`src/sv/emc_pkg.sv`:
```
// ----------------------------------------------------------------------------
// emc_pkg
// Widths, item codes and defaults for the extent merge coalescer.
// ----------------------------------------------------------------------------
package emc_pkg;

    localparam int MAX_SEGMENT_PAGES_DEF = 256;
    localparam int SECTORS_PER_PAGE_DEF  = 8;

    localparam int SECTOR_W   = 48;
    localparam int PAGES_W    = 9;
    localparam int ID_W       = 32;
    localparam int INFLIGHT_W = 16;
    localparam int KIND_W     = 2;

    // s_tdata: sector, pages, id -> 89 bits, padded to 96
    localparam int S_TDATA_W = 96;
    // m_tdata: start, page count, extent count, id, in-flight, throttle -> 115, padded to 120
    localparam int M_TDATA_W = 120;

    localparam int CFG_IDX_W  = 1;
    localparam int CFG_DATA_W = 16;

    localparam logic [KIND_W-1:0] KIND_EXTENT   = 2'd0;
    localparam logic [KIND_W-1:0] KIND_FLUSH    = 2'd1;
    localparam logic [KIND_W-1:0] KIND_COMPLETE = 2'd2;
    localparam logic [KIND_W-1:0] KIND_RESERVED = 2'd3;

    localparam logic [KIND_W-1:0] RES_SEGMENT  = 2'd0;
    localparam logic [KIND_W-1:0] RES_REJECT   = 2'd1;
    localparam logic [KIND_W-1:0] RES_INFLIGHT = 2'd2;

    localparam logic [CFG_IDX_W-1:0] CFG_THROTTLE_EN    = 1'd0;
    localparam logic [CFG_IDX_W-1:0] CFG_INFLIGHT_LIMIT = 1'd1;

    localparam logic [INFLIGHT_W-1:0] INFLIGHT_LIMIT_RST = 16'd256;

    typedef logic [SECTOR_W-1:0]   lba_t;
    typedef logic [PAGES_W-1:0]    pages_t;
    typedef logic [INFLIGHT_W-1:0] inflight_t;

endpackage

```
`src/sv/extent_merge_coalescer.sv`:
```
// ----------------------------------------------------------------------------
// extent_merge_coalescer
// Merges adjacent storage extents into I/O segments and tracks pages in flight.
// ----------------------------------------------------------------------------
// Usage:
//   s_ channel: one item per handshake; s_tuser selects extent, flush or
//   completion, s_tdata carries sector, page count and id.
//   m_ channel: zero or one result item per input item; m_tuser gives the
//   result kind (segment issued, extent rejected, in-flight update).
//   cfg channel: register writes (index 0 throttle enable, 1 in-flight
//   limit), ready whenever out of reset; write only while the block is idle.
// Timing:
//   An item is registered on entry and processed from the input register
//   once the result register is free or being taken; its result is loaded
//   into the result register, which presents it. One item per cycle is
//   sustained while m_tready keeps up; the segment state update is
//   combinational adds and compares against the registered segment.
// Reset (aresetn low, synchronous): no open segment, zero pages in flight,
//   throttle disabled, limit 256, both channels empty, no channel ready.
// Stall: while a held result waits on m_tready nothing is processed;
//   s_tready drops while the input register is occupied and cannot advance.
// ----------------------------------------------------------------------------
module extent_merge_coalescer #(
    parameter int MAX_SEGMENT_PAGES = emc_pkg::MAX_SEGMENT_PAGES_DEF,
    parameter int SECTORS_PER_PAGE  = emc_pkg::SECTORS_PER_PAGE_DEF
) (
    input  logic                          aclk,
    input  logic                          aresetn,

    input  logic                          s_tvalid,
    output logic                          s_tready,
    input  logic [emc_pkg::S_TDATA_W-1:0] s_tdata,  // extent_sector, extent_pages, id
    input  logic [emc_pkg::KIND_W-1:0]    s_tuser,  // kind

    output logic                          m_tvalid,
    input  logic                          m_tready,
    // segment_start, segment_page_count, segment_extent_count, rejected_id,
    // inflight_pages, throttle
    output logic [emc_pkg::M_TDATA_W-1:0] m_tdata,
    output logic [emc_pkg::KIND_W-1:0]    m_tuser,  // result_kind

    input  logic                          cfg_valid,
    output logic                          cfg_ready,
    input  logic [emc_pkg::CFG_IDX_W-1:0] cfg_index,
    input  logic [emc_pkg::CFG_DATA_W-1:0] cfg_data
);
    import emc_pkg::*;

    localparam logic [PAGES_W:0]  MAX_PG  = (PAGES_W+1)'(MAX_SEGMENT_PAGES);
    localparam logic [15:0]       SPP_16  = 16'(SECTORS_PER_PAGE);

    // configuration
    logic      throttle_en_reg;
    inflight_t limit_reg;

    // input register
    logic              in_valid_reg;
    logic [KIND_W-1:0] in_kind_reg;
    lba_t              in_sector_reg;
    pages_t            in_pages_reg;
    logic [ID_W-1:0]   in_id_reg;

    // segment state
    logic      open_reg;
    lba_t      first_reg;
    pages_t    seg_pages_reg;
    pages_t    seg_ext_reg;
    inflight_t pif_reg;

    // result register
    logic              m_valid_reg;
    logic [KIND_W-1:0] m_kind_reg;
    lba_t              m_start_reg;
    pages_t            m_pc_reg;
    pages_t            m_ec_reg;
    logic [ID_W-1:0]   m_id_reg;
    inflight_t         m_pif_reg;
    logic              m_thr_reg;

    logic advance;
    logic s_accept;

    // processing logic
    logic [15:0]       ext_span;
    logic [15:0]       seg_span;
    lba_t              ext_end;
    lba_t              seg_end;
    logic [PAGES_W:0]  sum_pages;
    logic              bad_extent;
    logic              front;
    logic              back;
    logic              merge_ok;

    logic              open_next;
    lba_t              first_next;
    pages_t            seg_pages_next;
    pages_t            seg_ext_next;
    inflight_t         pif_next;

    logic              issue;
    lba_t              iss_start;
    pages_t            iss_pages;
    pages_t            iss_ext;
    logic [INFLIGHT_W:0] pif_sum;

    logic              has_res;
    logic [KIND_W-1:0] res_kind;
    logic [ID_W-1:0]   res_id;
    logic              res_thr;

    assign advance   = in_valid_reg && (!m_valid_reg || m_tready);
    assign s_tready  = aresetn && (!in_valid_reg || advance);
    assign s_accept  = s_tvalid && s_tready;
    assign cfg_ready = aresetn;

    assign ext_span  = 16'(in_pages_reg) * SPP_16;
    assign seg_span  = 16'(seg_pages_reg) * SPP_16;
    assign ext_end   = in_sector_reg + SECTOR_W'(ext_span);
    assign seg_end   = first_reg + SECTOR_W'(seg_span);
    assign sum_pages = {1'b0, seg_pages_reg} + {1'b0, in_pages_reg};

    assign bad_extent = in_id_reg[ID_W-1] || (in_pages_reg == '0)
                        || ({1'b0, in_pages_reg} > MAX_PG);
    assign front    = (ext_end == first_reg);
    assign back     = !front && (seg_end == in_sector_reg);
    assign merge_ok = open_reg && (sum_pages <= MAX_PG) && (front || back);

    always_comb begin
        open_next      = open_reg;
        first_next     = first_reg;
        seg_pages_next = seg_pages_reg;
        seg_ext_next   = seg_ext_reg;
        pif_next       = pif_reg;
        issue          = 1'b0;
        iss_start      = first_reg;
        iss_pages      = seg_pages_reg;
        iss_ext        = seg_ext_reg;
        has_res        = 1'b0;
        res_kind       = RES_SEGMENT;
        res_id         = '0;
        pif_sum        = '0;

        case (in_kind_reg)
            KIND_COMPLETE: begin
                has_res  = 1'b1;
                res_kind = RES_INFLIGHT;
                pif_next = (INFLIGHT_W'(in_pages_reg) >= pif_reg) ? '0
                           : pif_reg - INFLIGHT_W'(in_pages_reg);
            end
            KIND_FLUSH: begin
                if (open_reg) begin
                    issue          = 1'b1;
                    open_next      = 1'b0;
                    first_next     = '0;
                    seg_pages_next = '0;
                    seg_ext_next   = '0;
                end
            end
            KIND_EXTENT: begin
                if (bad_extent) begin
                    has_res  = 1'b1;
                    res_kind = RES_REJECT;
                    res_id   = in_id_reg;
                end else if (merge_ok) begin
                    if (front) begin
                        first_next = in_sector_reg;
                    end
                    seg_pages_next = sum_pages[PAGES_W-1:0];
                    seg_ext_next   = seg_ext_reg + PAGES_W'(1);
                    if (sum_pages >= MAX_PG) begin
                        issue          = 1'b1;
                        iss_start      = first_next;
                        iss_pages      = seg_pages_next;
                        iss_ext        = seg_ext_next;
                        open_next      = 1'b0;
                        first_next     = '0;
                        seg_pages_next = '0;
                        seg_ext_next   = '0;
                    end
                end else begin
                    issue          = open_reg;
                    open_next      = 1'b1;
                    first_next     = in_sector_reg;
                    seg_pages_next = in_pages_reg;
                    seg_ext_next   = PAGES_W'(1);
                end
            end
            default: begin
            end
        endcase

        if (issue) begin
            has_res  = 1'b1;
            res_kind = RES_SEGMENT;
            pif_sum  = {1'b0, pif_reg} + (INFLIGHT_W+1)'(iss_pages);
            pif_next = pif_sum[INFLIGHT_W] ? '1 : pif_sum[INFLIGHT_W-1:0];
        end

        res_thr = throttle_en_reg && (pif_next >= limit_reg);
    end

    always_ff @(posedge aclk) begin
        if (!aresetn) begin
            throttle_en_reg <= 1'b0;
            limit_reg       <= INFLIGHT_LIMIT_RST;
        end else if (cfg_valid && cfg_ready) begin
            case (cfg_index)
                CFG_THROTTLE_EN:    throttle_en_reg <= cfg_data[0];
                CFG_INFLIGHT_LIMIT: limit_reg       <= cfg_data;
                default: begin
                end
            endcase
        end
    end

    always_ff @(posedge aclk) begin
        if (!aresetn) begin
            in_valid_reg <= 1'b0;
        end else if (s_accept) begin
            in_valid_reg <= 1'b1;
        end else if (advance) begin
            in_valid_reg <= 1'b0;
        end
    end

    always_ff @(posedge aclk) begin
        if (s_accept) begin
            in_kind_reg   <= s_tuser;
            in_sector_reg <= s_tdata[47:0];
            in_pages_reg  <= s_tdata[56:48];
            in_id_reg     <= s_tdata[88:57];
        end
    end

    always_ff @(posedge aclk) begin
        if (!aresetn) begin
            open_reg      <= 1'b0;
            first_reg     <= '0;
            seg_pages_reg <= '0;
            seg_ext_reg   <= '0;
            pif_reg       <= '0;
        end else if (advance) begin
            open_reg      <= open_next;
            first_reg     <= first_next;
            seg_pages_reg <= seg_pages_next;
            seg_ext_reg   <= seg_ext_next;
            pif_reg       <= pif_next;
        end
    end

    always_ff @(posedge aclk) begin
        if (!aresetn) begin
            m_valid_reg <= 1'b0;
        end else if (advance) begin
            m_valid_reg <= has_res;
        end else if (m_tready) begin
            m_valid_reg <= 1'b0;
        end
    end

    always_ff @(posedge aclk) begin
        if (advance && has_res) begin
            m_kind_reg  <= res_kind;
            m_start_reg <= issue ? iss_start : '0;
            m_pc_reg    <= issue ? iss_pages : '0;
            m_ec_reg    <= issue ? iss_ext : '0;
            m_id_reg    <= res_id;
            m_pif_reg   <= pif_next;
            m_thr_reg   <= res_thr;
        end
    end

    assign m_tvalid = m_valid_reg;
    assign m_tuser  = m_kind_reg;
    assign m_tdata  = {5'b0, m_thr_reg, m_pif_reg, m_id_reg, m_ec_reg, m_pc_reg, m_start_reg};

    // an open segment never holds more than the page cap; a closed one is empty
    a_seg_cap: assert property (@(posedge aclk) disable iff (!aresetn)
        {1'b0, seg_pages_reg} <= MAX_PG)
        else $error("segment exceeds page cap");

    a_closed_empty: assert property (@(posedge aclk) disable iff (!aresetn)
        !open_reg |-> (seg_pages_reg == '0 && seg_ext_reg == '0 && first_reg == '0))
        else $error("closed segment holds state");

    a_issue_nonempty: assert property (@(posedge aclk) disable iff (!aresetn)
        (m_valid_reg && m_kind_reg == RES_SEGMENT) |-> (m_pc_reg != '0 && m_ec_reg != '0))
        else $error("empty segment issued");

    a_throttle_en: assert property (@(posedge aclk) disable iff (!aresetn)
        (m_valid_reg && m_thr_reg) |-> throttle_en_reg)
        else $error("throttle flagged while disabled");

    a_inflight_track: assert property (@(posedge aclk) disable iff (!aresetn)
        (advance && has_res) |=> (m_pif_reg == pif_reg))
        else $error("reported in-flight count differs from state");

endmodule
```
`config.mk`:
```
export PLATFORM = sky130hd
export DESIGN_NAME = extent_merge_coalescer
export DESIGN_NICKNAME = d
export VERILOG_FILES = /design/src/sv/emc_pkg.sv /design/src/sv/extent_merge_coalescer.sv
export SDC_FILE = /design/constraint.sdc
export NUM_CORES = 1
export LEC_CHECK = 0
export BUFFER_PORTS_ARGS = -buffer_cell sky130_fd_sc_hd__buf_2
export CORE_UTILIZATION = 31
export DETAILED_ROUTE_END_ITERATION = 16
export SYNTH_ARGS = -nofsm -noshare
export SYNTH_HDL_FRONTEND = slang
export SYNTH_SLANG_ARGS = --single-unit
```
`constraint.sdc`:
```
create_clock -name aclk -period 13.5 [get_ports aclk]
set_input_delay 2.7 -clock aclk [delete_from_list [all_inputs] [get_ports aclk]]
set_output_delay 2.7 -clock aclk [all_outputs]
set_load 0.01 [all_outputs]
```
# After elaboration in Yosys (flattened, before gate mapping)
# Index checks and enable logic that the tools add are counted.
[totals]
regBits = 310
inputBits = 120
[op_classes]
n_addsub = 6
magnitude_cmp = 5
eq_ne = 7
n_mux = 49
bitwise_logic = 1
reduce_logical = 27
[op_table]
columns = ["operator", "count"]
rows = [
  ["48-bit two-way mux", 9],
  ["9-bit two-way mux", 15],
  ["48-bit by 12-bit adder with 48-bit output", 2],
  ["48-bit equality test", 2],
  ["48-bit case mux with 2 select lines", 1],
  ["16-bit two-way mux", 4],
  ["9-bit case mux with 2 select lines", 2],
  ["16-bit by 9-bit adder with 17-bit output", 1],
  ["16-bit >= comparator", 1],
  ["9-bit by 16-bit >= comparator with 1-bit output", 1],
  ["16-bit by 9-bit subtractor with 16-bit output", 1],
  ["1-bit two-way mux", 14],
  ["9-bit by 9-bit adder with 10-bit output", 1],
  ["10-bit by 9-bit >= comparator with 1-bit output, second input constant", 1],
  ["10-bit by 9-bit less-or-equal comparator with 1-bit output, second input constant", 1],
  ["9-bit by 1-bit adder with 9-bit output, second input constant", 1],
  ["9-bit greater-than comparator, second input constant", 1],
  ["1-bit logical AND", 9],
  ["9-bit logical NOT", 1],
  ["4-bit AND reduction", 2],
  ["1-bit case mux with 2 select lines", 3],
  ["2-bit AND reduction", 3],
  ["2-bit nonzero test", 3],
  ["1-bit logical OR", 5],
  ["8 further kinds", 11],
]

# Depth between registers and ports, before layout
[depth]
ltp_word = 14
ltp_mapped = 41

# Least setup slack after synthesis
# No wires, ideal clock.
[synth_path]
path_type = "reg2reg"
startpoint = "reg in_pages_reg[0]"
endpoint = "reg m_ec_reg[0] (enable)"
setup_time_ps = 633
arrival_time_ps = 8928
slack_ps = 3939
path_stages_with_launch = 17
n_path_buf = 3
period_less_slack_ps = 9561
cell_sequence = "edfxtp_1 ha_1 inv_1 fa_1 nand2b_1 a211oi_2 o211ai_1 a211oi_1 or4_1 o311ai_0 o21bai_1 o32a_1 buf_2 o21ai_4 buf_4 buf_2 a21oi_1"
[synth_via]
elab_chain_len = 11
word_cells_on_any_way = 22
classes_between = "2 x add/sub; 3 x order compare; 1 x eq/ne; 7 x mux; 9 x reduce/logical"
[synth_rtl]
columns = ["item", "line", "text"]
rows = [
  ["from (decl)", "extent_merge_coalescer.sv:60", "pages_t in_pages_reg;"],
  ["from (signal assigned)", "extent_merge_coalescer.sv:230", "in_pages_reg <= s_tdata[56:48];"],
  ["48-bit by 12-bit adder with 48-bit output", "extent_merge_coalescer.sv:118", "assign ext_end = in_sector_reg + SECTOR_W'(ext_span);"],
  ["48-bit equality test", "extent_merge_coalescer.sv:124", "assign front = (ext_end == first_reg);"],
  ["1-bit logical NOT", "extent_merge_coalescer.sv:125", "assign back = !front && (seg_end == in_sector_reg);"],
  ["1-bit logical AND", "extent_merge_coalescer.sv:125", ""],
  ["1-bit logical OR", "extent_merge_coalescer.sv:126", "assign merge_ok = open_reg && (sum_pages <= MAX_PG) && (front || back);"],
  ["1-bit logical AND", "extent_merge_coalescer.sv:126", ""],
  ["1-bit two-way mux", "extent_merge_coalescer.sv:164", "end else if (merge_ok) begin"],
  ["1-bit two-way mux", "extent_merge_coalescer.sv:160", "if (bad_extent) begin"],
  ["1-bit case mux with 2 select lines", "extent_merge_coalescer.sv:143", "case (in_kind_reg)"],
  ["1-bit two-way mux *", "extent_merge_coalescer.sv:192", "if (issue) begin"],
  ["1-bit logical AND *", "extent_merge_coalescer.sv:262", "if (advance && has_res) begin"],
  ["to (signal assigned)", "extent_merge_coalescer.sv:266", "m_ec_reg <= issue ? iss_ext : '0;"],
  ["to (decl)", "extent_merge_coalescer.sv:75", "pages_t m_ec_reg;"],
]
# Every way passes the cells marked *; elsewhere a longest branch is shown, timed or not.
# A chain may end at the register's enable or synchronous reset.

# Final worst setup path
[layout_path]
startpoint = "reg in_pages_reg[0]"
endpoint = "reg m_thr_reg, data pin"
[layout_via]
elab_chain_len = 14
word_cells_on_any_way = 31
classes_between = "4 x add/sub; 5 x order compare; 1 x eq/ne; 12 x mux; 9 x reduce/logical"
[layout_rtl]
columns = ["item", "line", "text"]
rows = [
  ["48-bit by 12-bit adder with 48-bit output", "extent_merge_coalescer.sv:118", ""],
  ["48-bit equality test", "extent_merge_coalescer.sv:124", ""],
  ["1-bit logical NOT", "extent_merge_coalescer.sv:125", ""],
  ["1-bit logical AND", "extent_merge_coalescer.sv:125", ""],
  ["1-bit logical OR", "extent_merge_coalescer.sv:126", ""],
  ["1-bit logical AND", "extent_merge_coalescer.sv:126", ""],
  ["9-bit two-way mux", "extent_merge_coalescer.sv:164", ""],
  ["9-bit two-way mux *", "extent_merge_coalescer.sv:160", ""],
  ["9-bit two-way mux *", "extent_merge_coalescer.sv:143", ""],
  ["net iss_pages[2]", "extent_merge_coalescer.sv:102", "pages_t iss_pages;"],
  ["16-bit by 9-bit adder with 17-bit output *", "extent_merge_coalescer.sv:195", "pif_sum = {1'b0, pif_reg} + (INFLIGHT_W+1)'(iss_pages);"],
  ["16-bit two-way mux *", "extent_merge_coalescer.sv:196", "pif_next = pif_sum[INFLIGHT_W] ? '1 : pif_sum[INFLIGHT_W-1:0];"],
  ["16-bit two-way mux *", "extent_merge_coalescer.sv:192", ""],
  ["net pif_next[1]", "extent_merge_coalescer.sv:98", "inflight_t pif_next;"],
  ["16-bit >= comparator *", "extent_merge_coalescer.sv:199", "res_thr = throttle_en_reg && (pif_next >= limit_reg);"],
  ["1-bit logical AND *", "extent_merge_coalescer.sv:199", ""],
  ["net res_thr", "extent_merge_coalescer.sv:109", "logic res_thr;"],
  ["to (signal assigned)", "extent_merge_coalescer.sv:269", "m_thr_reg <= res_thr;"],
  ["to (decl)", "extent_merge_coalescer.sv:78", "logic m_thr_reg;"],
]
# The timed path passes the listed nets; every way through them passes the cells marked *.

==> summary.md <==
| Metric | Value |
|---|---|
| WS Path Type | `register to register` |
| Count leader, synth | `edfxtp_1` |
| Cts bufs inserted | `38` |
| Internal power | `1.675 mW` |
| Post-Synthesis Cell Area | `~17000 um^2` |
| XOR/XNOR share of the synthesized area | `5.911%` |
| Main combinational cell family by area after synthesis | `simple AND/OR/NAND/NOR gates` |
| Setup bufs post-CTS | `0` |
| Final Total Pwr | `around 2.2 mW` |
| Post-layout nets | `2088` |
| Synthesized area per cell | `10.23 um^2` |
| Async set or reset register ratio after synthesis | `0%` |
| IO Pins | `245` |
| Core Box Area | `55420 um^2` |
| Chip height | `239.5 um` |
| Clock Pin Slew Worst Setup and Hold Paths | `0.06 ns` |
| Vias per cell | `5.185` |
| MaxCap Viol Count | `0` |
| Setup TNS Final | `0 ns` |
| Min-Delay Path Class | `register to register` |
| Final Max Slew Viols | `0` |
| Worst Reg2Reg Path Length in Cells | `37` |
| Vias in the first global route | `about 14000` |
| Crit end category | `register` |
| Share of power burned in combinational logic | `7.2%` |
| Total gr overflow | `0` |
| Clock buffer depth | `3` |
| First-pass GRT wire length | `80870 um` |
| Largest net degree at the start of global routing | `83` |
| Final min period | `10.31 ns` |
| Highest clock rate | `96.97 MHz` |
| Post-DRT Antenna Nets | `0` |
| Fillcell total | `5527` |
| H-tree levels | `2` |
| GRT Util Overall | `between 10% and 20%` |
| Die Area | `57350 um^2` |
| Final Cycle Share | `76.39%` |
| Main synth FF type | `edfxtp_1` |
| Initial core utilization | `31.55%` |
| Compound-Gate Fraction of Synth Area | `~16%` |
| Num rows | `between 80 and 90` |
| Area growth syn-to-layout | `16.94%` |
| Worst EP required | `13.79 ns` |
| Fraction of layout cells with a size suffix above 1 | `around 18%` |
| Seq/Total Area, Yosys | `47.41%` |
| Synth top area cells | `edfxtp_1 36%, dfxtp_1 12%, ha_1 4.5%, mux2i_1 4.1%, xnor2_1 4.1%` |
| Unrepaired setup endpoints after global routing | `no` |
| Clock power frac | `between 40% and 50%` |
| Yosys top cell area share | `35.73%` |
| Tightest Pin Transition | `1.034 ns` |
| DP HPWL | `38210 um` |
| Initial DRC Count | `around 960` |
| Post-Synth Adder-Cell Area | `5.081%` |
| Setup crit start kind | `register` |
| Power density of the placed cells | `109.0 nW/um^2` |
| Most used cell, CP | `a21o_1` |
| Crit-path max cell delay | `0.67 ns` |
| Cells after Synth | `~1700` |
| Clock Tree Root | `clkbuf_16` |
| Simple-gate share of the synthesized area | `16.91%` |
| Vias | `13900` |
| CTS sink count | `310` |
| Initial antenna violation count | `3` |
| Yosys reg bits | `310` |
| Yosys warning count | `0` |
| Final wirelength | `around 52000 um` |
| Reg power frac | `47.6%` |
| CTS tree | `yes` |
| Post-synth EDFFs | `208` |
| Cell at the slowest stage of the critical path | `a211oi_1` |
| WP data arrival | `10.61 ns` |
| Routability Congestion | `0.9236` |
| Post-synthesis mux area share | `4.645%` |
| Netlist cell types | `93` |
| Input/output buffers | `232` |
| Fin. Hold Viols | `0` |
| Final Skew | `between 0.015 and 0.02 ns` |
| Worst-path fanout max | `19` |
| Setup violations, final | `0` |
| Die width | `239.5 um` |
| Status | `complete, no violations` |
| DR DRC count | `0` |
| First-pass DRT Iterations | `5` |
| Switch share | `24.84%` |
| Avg WL per Cell | `slightly below 20 um` |
| Post-CTS Resized | `0` |
| Hold Path Cell Cnt | `2` |
| P_sw | `~0.55 mW` |
| List of most frequent post-synthesis cells | `208 x edfxtp_1, 135 x nor2_1, 128 x nand2_1, 102 x dfxtp_1, 85 x a21oi_1` |
| Maximum vdd drop | `98.65 uV` |
| Worst slew margin | `31.10%` |
| # hold bufs at CTS | `0` |
| Worst-Skew Late Latency | `0.57 ns` |
| Leakage | `between 7 and 8 nW` |
| Post-synth top area cell | `edfxtp_1` |
-- power groups by stage --
stage / clock, mW / combinational (mW) / sequential, mW
5_1_grt: 1.07 / 0.178 / 1.06
3_5_place_dp: 0 / 0.160 / 1.08
4_1_cts: 1.04 / 0.162 / 1.06
3_3_place_gp: 0 / 0.157 / 1.08
2_1_floorplan: 0 / 0.107 / 1.07
6_report: 1.01 / 0.160 / 1.06
-- metrics by stage --
step / area (um^2) / worst slack [ns] / hold WS, ns / utilization, % / instances
after floorplan: 17500 / 3.939 / 0.4403 / - / 1713
after global placement: 19220 / 3.498 / 0.4637 / 34.68 / 2608
after detailed placement: 19220 / 3.409 / 0.4750 / 34.68 / 2608
after CTS: 20440 / 3.349 / 0.4837 / 36.88 / 2678
after global routing: 20440 / 2.628 / 0.5089 / 36.89 / 2679
final: 20440 / 3.188 / 0.4819 / 36.89 / 2680
-- worst max-delay path: cells and delay by family, from the launching register on --
family,cells,cell delay (ns)
and+or+nand+nor,10,2.93
adders and majority gates,4,1.16
muxes,2,0.55
DFF,1,0.46
buffers and inverters,1,0.06
AOI/OAI and AO/OA,20,4.88
-- area by class of cell --
type | instances | area (um^2) | area share, %
Sequential cell | 310 | 8288 | 40.54
Clock buffer | 46 | 991.0 | 4.847
Tap cell | 748 | 935.9 | 4.578
Antenna cell | 2 | 5.005 | 0.02448
Timing Repair Buffer | 244 | 1251 | 6.120
Inverter | 75 | 281.5 | 1.377
Multi-Input combinational cell | 1231 | 8459 | 41.38
Clock inverter | 24 | 232.7 | 1.138
-- metal layers --
metal	global-route usage (%)	wire length, um
met1	23.76	23610
met2	30.39	24440
met3	3.227	2605
met4	5.730	1413
met5	0	27
-- final timing paths --
kind | startpoint | end | slack, ns
setup / recovery | in_pages_reg[0] | m_thr_reg | 3.19
hold / removal | limit_reg[15] | limit_reg[15] | 0.48
setup reg to reg | in_pages_reg[0] | m_thr_reg | 3.19
hold reg to reg | limit_reg[15] | limit_reg[15] | 0.48
-- cells by family (layout without fill, tap and decap cells) --
logic type	Yosys count	after routing
simple gates	582	582
compound gates	378	378
flops	310	310
buf+inv	172	389
xor+xnor	118	118
mux	80	80
fa+ha+maj	68	68
other cells	1	7
-- cell usage in the layout, fill, tap and decap left out, drive strengths merged, types with 9 or more instances in the layout --
| master | netlist | layout |
|---|---|---|
| dfxtp | 102 | 102 |
| xor2 | 37 | 37 |
| o21ai | 65 | 65 |
| and2 | 60 | 60 |
| nand4 | 36 | 36 |
| nor2 | 136 | 136 |
| a21oi | 86 | 86 |
| a32o | 45 | 45 |
| o2111ai | 9 | 9 |
| mux2i | 71 | 71 |
| mux2 | 9 | 9 |
| nand2b | 21 | 21 |
| and3 | 24 | 24 |
| clkinv | 0 | 14 |
| clkbuf | 37 | 46 |
| o21a | 9 | 9 |
| nor4 | 16 | 16 |
| o31ai | 19 | 19 |
| nand3 | 46 | 46 |
| nor2b | 14 | 14 |
| or3 | 9 | 9 |
| xnor2 | 81 | 81 |
| edfxtp | 208 | 208 |
| a211oi | 18 | 18 |
| a31oi | 15 | 15 |
| nor3 | 55 | 55 |
| ha | 63 | 63 |
| a21boi | 11 | 11 |
| inv | 75 | 80 |
| nand2 | 129 | 129 |
| buf | 60 | 244 |
| a21o | 22 | 22 |
(Power assumes the default switching activity.)
